## config.mk

```make
export PLATFORM = sky130hd
export DESIGN_NAME = pnd_fade
export DESIGN_NICKNAME = d
export VERILOG_FILES = /design/src/hw/rtl/pnd_pkg.sv /design/src/hw/rtl/pnd_fade.sv
export SDC_FILE = /design/constraint.sdc
export NUM_CORES = 2
export LEC_CHECK = 0
export ABC_AREA = 1
export BUFFER_PORTS_ARGS = -buffer_cell sky130_fd_sc_hd__buf_2
export CORE_MARGIN = 2
export CORE_UTILIZATION = 55
export DETAILED_ROUTE_END_ITERATION = 7
export GPL_TIMING_DRIVEN = 0
export MAX_ROUTING_LAYER = met4
export PLACE_DENSITY = 0.78
export RECOVER_POWER = 100
export SYNTH_ARGS = -nofsm -noshare
export SYNTH_HDL_FRONTEND = slang
export SYNTH_SLANG_ARGS = --single-unit
```

## constraint.sdc

```tcl
create_clock -name clk -period 12.9 [get_ports clk]
set_clock_uncertainty 0.15 [all_clocks]
set_input_delay 1.29 -clock clk [delete_from_list [all_inputs] [get_ports clk]]
set_output_delay 1.29 -clock clk [all_outputs]
set_load 0.01 [all_outputs]
```

## src/hw/rtl/pnd_pkg.sv

```systemverilog
// Constants, types and table functions for the 2D gradient noise pipeline.
// Depends on nothing.
`default_nettype none
package pnd_pkg;

    localparam int COORD_FRAC_BITS    = 16;
    localparam int ANGLE_TABLE_BITS   = 10;
    localparam int GRADIENT_FRAC_BITS = 15;

    localparam int F  = COORD_FRAC_BITS;
    localparam int A  = ANGLE_TABLE_BITS;
    localparam int G  = GRADIENT_FRAC_BITS;
    localparam int GW = G + 2;                 // signed gradient component
    localparam int QN = 2 ** (A - 2);          // entries per quadrant
    localparam int DOT_W = 19;                 // signed Q16 corner value

    localparam logic [31:0] HASH_MUL_A = 32'd3284157443;
    localparam logic [31:0] HASH_MUL_B = 32'd1911520717;
    localparam logic [31:0] HASH_MUL_C = 32'd2048419325;
    localparam logic [63:0] PI_Q61     = 64'h6487ED5110B4611A;

    // quadrant codes of a gradient index
    localparam logic [1:0] QUAD_0 = 2'd0;
    localparam logic [1:0] QUAD_1 = 2'd1;
    localparam logic [1:0] QUAD_2 = 2'd2;

    typedef struct packed {
        logic signed [GW-1:0] c;
        logic signed [GW-1:0] s;
    } grad_t;

    function automatic logic [31:0] rotl16(input logic [31:0] v);
        return {v[15:0], v[31:16]};
    endfunction

    // Q30 to QG, round half away from zero
    function automatic logic signed [GW-1:0] to_grad(input longint v);
        longint unsigned mag;
        longint unsigned m;
        mag = (v < 0) ? longint'(-v) : longint'(v);
        m = (mag + (64'd1 << (29 - G))) >> (30 - G);
        return (v < 0) ? -GW'(m) : GW'(m);
    endfunction

    // cos and sin of the first-quadrant angle r, Taylor series in Q30
    function automatic grad_t quarter_of(input int unsigned r);
        longint unsigned x;
        longint unsigned x2;
        longint unsigned ts;
        longint unsigned tc;
        longint s;
        longint c;
        grad_t g;
        x  = (64'(r) * (PI_Q61 >> A) + (64'd1 << 29)) >> 30;
        x2 = (x * x) >> 30;
        ts = x;
        tc = 64'd1 << 30;
        s  = longint'(ts);
        c  = longint'(tc);
        ts = ((ts * x2) >> 30) / 6;   tc = ((tc * x2) >> 30) / 2;
        s = s - longint'(ts);         c = c - longint'(tc);
        ts = ((ts * x2) >> 30) / 20;  tc = ((tc * x2) >> 30) / 12;
        s = s + longint'(ts);         c = c + longint'(tc);
        ts = ((ts * x2) >> 30) / 42;  tc = ((tc * x2) >> 30) / 30;
        s = s - longint'(ts);         c = c - longint'(tc);
        ts = ((ts * x2) >> 30) / 72;  tc = ((tc * x2) >> 30) / 56;
        s = s + longint'(ts);         c = c + longint'(tc);
        ts = ((ts * x2) >> 30) / 110; tc = ((tc * x2) >> 30) / 90;
        s = s - longint'(ts);         c = c - longint'(tc);
        ts = ((ts * x2) >> 30) / 156; tc = ((tc * x2) >> 30) / 132;
        s = s + longint'(ts);         c = c + longint'(tc);
        ts = ((ts * x2) >> 30) / 210; tc = ((tc * x2) >> 30) / 182;
        s = s - longint'(ts);         c = c - longint'(tc);
        ts = ((ts * x2) >> 30) / 272; tc = ((tc * x2) >> 30) / 240;
        s = s + longint'(ts);         c = c + longint'(tc);
        ts = ((ts * x2) >> 30) / 342; tc = ((tc * x2) >> 30) / 306;
        s = s - longint'(ts);         c = c - longint'(tc);
        ts = ((ts * x2) >> 30) / 420; tc = ((tc * x2) >> 30) / 380;
        s = s + longint'(ts);         c = c + longint'(tc);
        ts = ((ts * x2) >> 30) / 506; tc = ((tc * x2) >> 30) / 462;
        s = s - longint'(ts);         c = c - longint'(tc);
        ts = ((ts * x2) >> 30) / 600; tc = ((tc * x2) >> 30) / 552;
        s = s + longint'(ts);         c = c + longint'(tc);
        g.c = to_grad(c);
        g.s = to_grad(s);
        return g;
    endfunction

endpackage
`default_nettype wire

```

## src/hw/rtl/pnd_fade.sv

```systemverilog
// Smootherstep weight 6t^5-15t^4+10t^3 over three stages.
// Depends on pnd_pkg.
`default_nettype none
module pnd_fade
    import pnd_pkg::*;
(
    input  wire logic          clk,
    input  wire logic [2:0]    en,   // load enables, stages 2..4
    input  wire logic [F-1:0]  f,
    output logic      [F:0]    s
);

    localparam int IW = F + 5;

    logic [F-1:0]  t2_reg;
    logic [F-1:0]  f2_reg;
    logic [F-1:0]  t3_reg;
    logic [IW-1:0] in_reg;
    logic [IW-1:0] in_next;
    logic [F:0]    s_reg;
    logic [F:0]    s_next;
    logic [F+IW-1:0] prod;

    always_ff @(posedge clk)
    begin
        if (en[0])
        begin
            t2_reg <= F'((2 * F)'(f * f) >> F);
            f2_reg <= f;
        end
    end

    assign in_next = IW'(10 << F) - IW'(15 * f2_reg) + IW'(6 * t2_reg);

    always_ff @(posedge clk)
    begin
        if (en[1])
        begin
            t3_reg <= F'((2 * F)'(t2_reg * f2_reg) >> F);
            in_reg <= in_next;
        end
    end

    assign prod   = (F + IW)'(t3_reg * in_reg);
    assign s_next = ((prod >> F) > (F + IW)'(1 << F)) ? (F + 1)'(1 << F)
                                                     : (F + 1)'(prod >> F);

    always_ff @(posedge clk)
    begin
        if (en[2])
        begin
            s_reg <= s_next;
        end
    end

    assign s = s_reg;

endmodule
`default_nettype wire

```

* After elaboration in Yosys (flattened, before gate mapping)
Index checks and enable logic that the tools add are counted.
** Storage, ports and cells
- Flip-flop bits (word level) :: 86
- Latch bits :: 0
- Memory bits (writable) :: 0
- Bits in read-only memories :: 0
- Output and inout bits :: 17
- Logic and storage cells :: 13
- Memories :: 0
** Cells by class
- Add/sub/neg operators :: 2
- Multipliers :: 5
- Divide/modulo/power cells :: 0
- Order comparisons :: 1
- Eq/ne operators :: 0
- Shifts and indexed selects :: 0
- Multiplexer cells :: 0
- Bitwise operators :: 0
- Reductions and logical operators :: 0
** Operators by type and width (count)
- 16-bit by 16-bit multiplier with 32-bit output :: 2
- 16-bit by 21-bit multiplier with 37-bit output :: 1
- 21-bit by 19-bit adder with 21-bit output :: 1
- 21-bit by 17-bit greater-than comparator with 1-bit output, second input constant :: 1
- 20-bit by 20-bit subtractor with 21-bit output, first input constant :: 1
- 4-bit by 16-bit multiplier with 20-bit output, first input constant :: 1
- 2-bit by 16-bit multiplier with 18-bit output, first input constant :: 1

* Logic depth before layout (Yosys ltp)
- Word-level depth :: 3
- Depth in mapped cells :: 35
- Mapped depth without buffers :: 32

* Worst setup path before layout
OpenSTA, ideal clock, no wires.
- Path type :: input-to-reg
- Start point :: input f[13]
- End point :: register t2_reg[11], data pin
- Library setup time :: 0.252 ns
- Arrival :: 6.487 ns
- Slack :: 6.010 ns
- Stages on the path :: 24
- Path buffers :: 2
- Cells stage by stage :: clkbuf_1 clkbuf_1 nand2_1 fa_1 inv_1 fa_1 inv_1 fa_1 fa_1 fa_1 fa_1 inv_1 ha_1 nand2_1 nor2_1 inv_1 nor3_1 nand2_1 nand2_1 nand2_1 o21ai_0 nand3_1 nand3_1 nand2_1
** On the way
- Word-level cells in the longest chain between the ends :: 1
** RTL lines
- from (decl) :: RTL line pnd_fade.sv:9 : input wire logic [F-1:0] f,
- 16-bit by 16-bit multiplier with 32-bit output :: RTL line pnd_fade.sv:28 : t2_reg <= F'((2 * F)'(f * f) >> F);
- to (signal assigned) :: RTL line pnd_fade.sv:28
- to (decl) :: RTL line pnd_fade.sv:15 : logic [F-1:0] t2_reg;
Every way passes these cells.
A chain may end at the register's enable or synchronous reset.

* Worst setup path in the final report
- Start point :: register t3_reg[1]
- End point :: register s_reg[5], in the netlist s[5], data pin
** On the way
- Word-level cells in the longest chain between the ends :: 2
** RTL lines
- from (decl) :: RTL line pnd_fade.sv:17 : logic [F-1:0] t3_reg;
- from (signal assigned) :: RTL line pnd_fade.sv:39 : t3_reg <= F'((2 * F)'(t2_reg * f2_reg) >> F);
- 16-bit by 21-bit multiplier with 37-bit output (*) :: RTL line pnd_fade.sv:44 : assign prod = (F + IW)'(t3_reg * in_reg);
- 21-bit by 17-bit greater-than comparator with 1-bit output :: RTL line pnd_fade.sv:45 : assign s_next = ((prod >> F) > (F + IW)'(1 << F)) ? (F + 1)'(1 << F)
- to (signal assigned) :: RTL line pnd_fade.sv:52 : s_reg <= s_next;
- to (decl) :: RTL line pnd_fade.sv:20 : logic [F:0] s_reg;
Mark *: on every way between the ends. The rest lies on a longest branch, timed or not.

==> results.md <==
- YS warnings: 0
- Number of flip-flops in the largest register: 21
- GP Congestion: a little under 1
- Final worst-path cycle share: roughly 64%
- TritonCTS buffer count: 9
- Total wire length: 82800 µm
- Critical Path Start: t3_reg[1]
- Clk Tree Root Cell: clkbuf_16
- CTS clk-pin slew, worst paths: 0.06 ns
- Drc violations: 0
- First-pass GRT wire length: 136000 µm
- CTS Buffer Depth: 2
- Total track usage: around 28%
- Worst-Margin Slew: 2.02 ns
- Reg-to-reg endpoint: s[5]
- Setup Viol. Count Final: 0
- Setup Fix Bufs, Post-CTS: 0
- Vias/cell: between 5 and 6
- Final Core Density: between 50% and 60%
- Avg Cell Area, Syn: 7.89 µm²
- Die H: ~250 µm
- Max-slew violation count: 71
- Layout Cells excl Fill: just over 5000
- Setup crit end kind: flip-flop
- Post-synthesis register bit count: 86
- Worst Setup EP: s[5]
- Routed length per instance: 16.5 µm
- Reg2Reg Launch Point: t3_reg[1]
- Htree depth: 3
- Syn Inst Count: approximately 4200
- Vias in the first global route: 27500
- Max cap viols: 2
- Seq/Total Area, Yosys: just under 8%
- DR vias: between 20000 and 30000
- Max-slew headroom: -34.5%
- Critical path data arrival time: between 8 and 9 ns
- Post-synth cell types: 37
- Outcome: complete, but fails checks
- Clock Latency Late Sink: approximately 0.36 ns
- Synth Net Count: roughly 5300
- Main area contributors after synthesis: fa_1 (40%), inv_1 (15%), ha_1 (14%)
- Largest net degree at the start of global routing: 38
- CTS sink count: between 80 and 90
- DRT Pass-1 Iters: 7
- TritonCTS clock tree: built
- Post-route ant nets: 0
- Die area: roughly 0.062 mm²
- IO buf count: 36
- # resized after CTS: 0
- Setup TNS: 0 ns
- Synth top area share: between 40% and 50%
- Crit path time final: ~8 ns
- Layout Area Growth over Synthesis: 4.16%
- Core Area: a little under 0.06 mm²
- Yosys top cell by area: fa_1
- Remaining global-route overflow: 0
- # IOs: 37
- Row count: 89
- Hold Crit Class: reg -> reg
- Failing checks: max-capacitance violations, max-slew violations
- RSZ-0062 raised after global routing: no
- Hold_buf cts: 0
- Cells after DPL: 5010
- Dpl hpwl: 71500 µm
- Die Wd: roughly 250 µm
- Worst R2R Setup Slack: about 4.7 ns
- Layout Nets: about 5300
- Synthesized cell area: about 0.033 mm²
- Layout cells sized above 1: 0.847%
- Setup CP Type: reg -> reg
- R2R cell count: 25
- # fillers: approximately 5300
- Final Hold Viols: 0
- DRT iter0 DRCs: ~2300
- Startpoint Class: flip-flop
- Worst EP required: roughly 13 ns
- F_max: 121 MHz
- CP max FO: 10
- Initial core utilization: 55.8%
- Initial antenna violation count: 1
-- worst min-delay path by stage --
stage	slack, ns	end	from	depth (start not counted)
after floorplan	0.40	in_reg[0]	f2_reg[0]	0
after global placement	0.67	in_reg[0]	f2_reg[0]	0
after detailed placement	0.67	in_reg[0]	f2_reg[0]	0
after CTS	0.69	in_reg[0]	f2_reg[0]	0
after global routing	0.71	in_reg[0]	f2_reg[0]	0
final	0.72	in_reg[0]	f2_reg[0]	0
-- per-layer routing --
layer	global-route usage [%]	routed length, µm	up-vias
li1	-	-	12100
met1	37.3	33800	12800
met2	44.8	37600	1217
met3	4.60	7740	227
met4	11.0	3550	0
met5	-	0	-
-- synth_stat cells (all sizes together) --
cell / n
a2111oi: 1
a211oi: 1
a21o: 5
a21oi: 140
a221oi: 2
a31oi: 10
a41oi: 1
and2: 2
and3: 3
buf: 1
clkbuf: 161
edfxtp: 86
fa: 665
ha: 366
inv: 1298
nand2: 1059
nand3: 54
nand3b: 7
nand4: 11
nor2: 131
nor3: 19
nor4: 6
o2111ai: 1
o211ai: 4
o21a: 7
o21ai: 52
o21bai: 16
o221ai: 3
o31ai: 2
or2: 4
xnor2: 31
xor2: 52
-- final cells by class --
cell class / count / area, µm² / share of cell area, %
multi-input cells: 2655 / 25100 / 72.6
flip-flops and latches: 86 / 2580 / 7.48
repair buffers: 36 / 135 / 0.391
clock inverters: 6 / 70.1 / 0.203
well taps: 773 / 967 / 2.80
plain buffers: 162 / 608 / 1.76
clock buffers: 9 / 225 / 0.652
diodes: 1 / 2.50 / 0.00725
inverters: 1298 / 4870 / 14.1
-- kinds of logic (layout without fill, tap and decap cells) --
group	count (synthesis)	in the layout	synth area share, %
AOI/OAI and AO/OA	245	245	4.10
and+or+nand+nor	1296	1296	15.4
xor gates and xnor gates	83	83	2.19
buffers and inverters	1460	1511	16.6
other	0	1	0
DFF	86	86	7.79
adders and majority gates	1031	1031	54.0
-- critical path: stages (launching register included) --
cell and delay [ns]:
edfxtp_1 0.37, clkbuf_1 0.61, clkbuf_1 0.52, nand2_1 0.19
fa_1 0.59, inv_1 0.07, fa_1 0.57, fa_1 0.46
fa_1 0.52, fa_1 0.49, inv_1 0.05, fa_1 0.47
inv_1 0.04, ha_1 0.41, nand2_1 0.12, nor2_1 0.23
inv_1 0.10, nor3_1 0.17, nand2_1 0.10, nand2_1 0.13
a21oi_1 0.09, xnor2_1 0.53, nand2_2 0.09, nand2_1 0.21
clkbuf_1 0.52, nor2_1 0.15
-- metrics by stage --
step | setup slack (ns) | area (µm²) | hold WS, ns
after floorplan | 6.01 | 33100 | 0.396
after global placement | 4.93 | 34300 | 0.672
after detailed placement | 4.91 | 34300 | 0.671
after CTS | 5.28 | 34600 | 0.690
after global routing | 4.26 | 34500 | 0.713
final | 4.65 | 34500 | 0.724
-- layout by cell type, fill, tap and decap left out, drive strengths merged, types with 52 or more instances in the layout --
| cell | Yosys | final |
|---|---|---|
| a21oi | 140 | 140 |
| clkbuf | 161 | 207 |
| edfxtp | 86 | 86 |
| fa | 665 | 665 |
| ha | 366 | 366 |
| inv | 1298 | 1300 |
| nand2 | 1059 | 1059 |
| nand3 | 54 | 54 |
| nor2 | 131 | 131 |
| o21ai | 52 | 52 |
| xor2 | 52 | 52 |
Power is left out: the tool's default activity adds up to more than one toggle a clock period on the data nets, which glitch-free logic cannot reach.
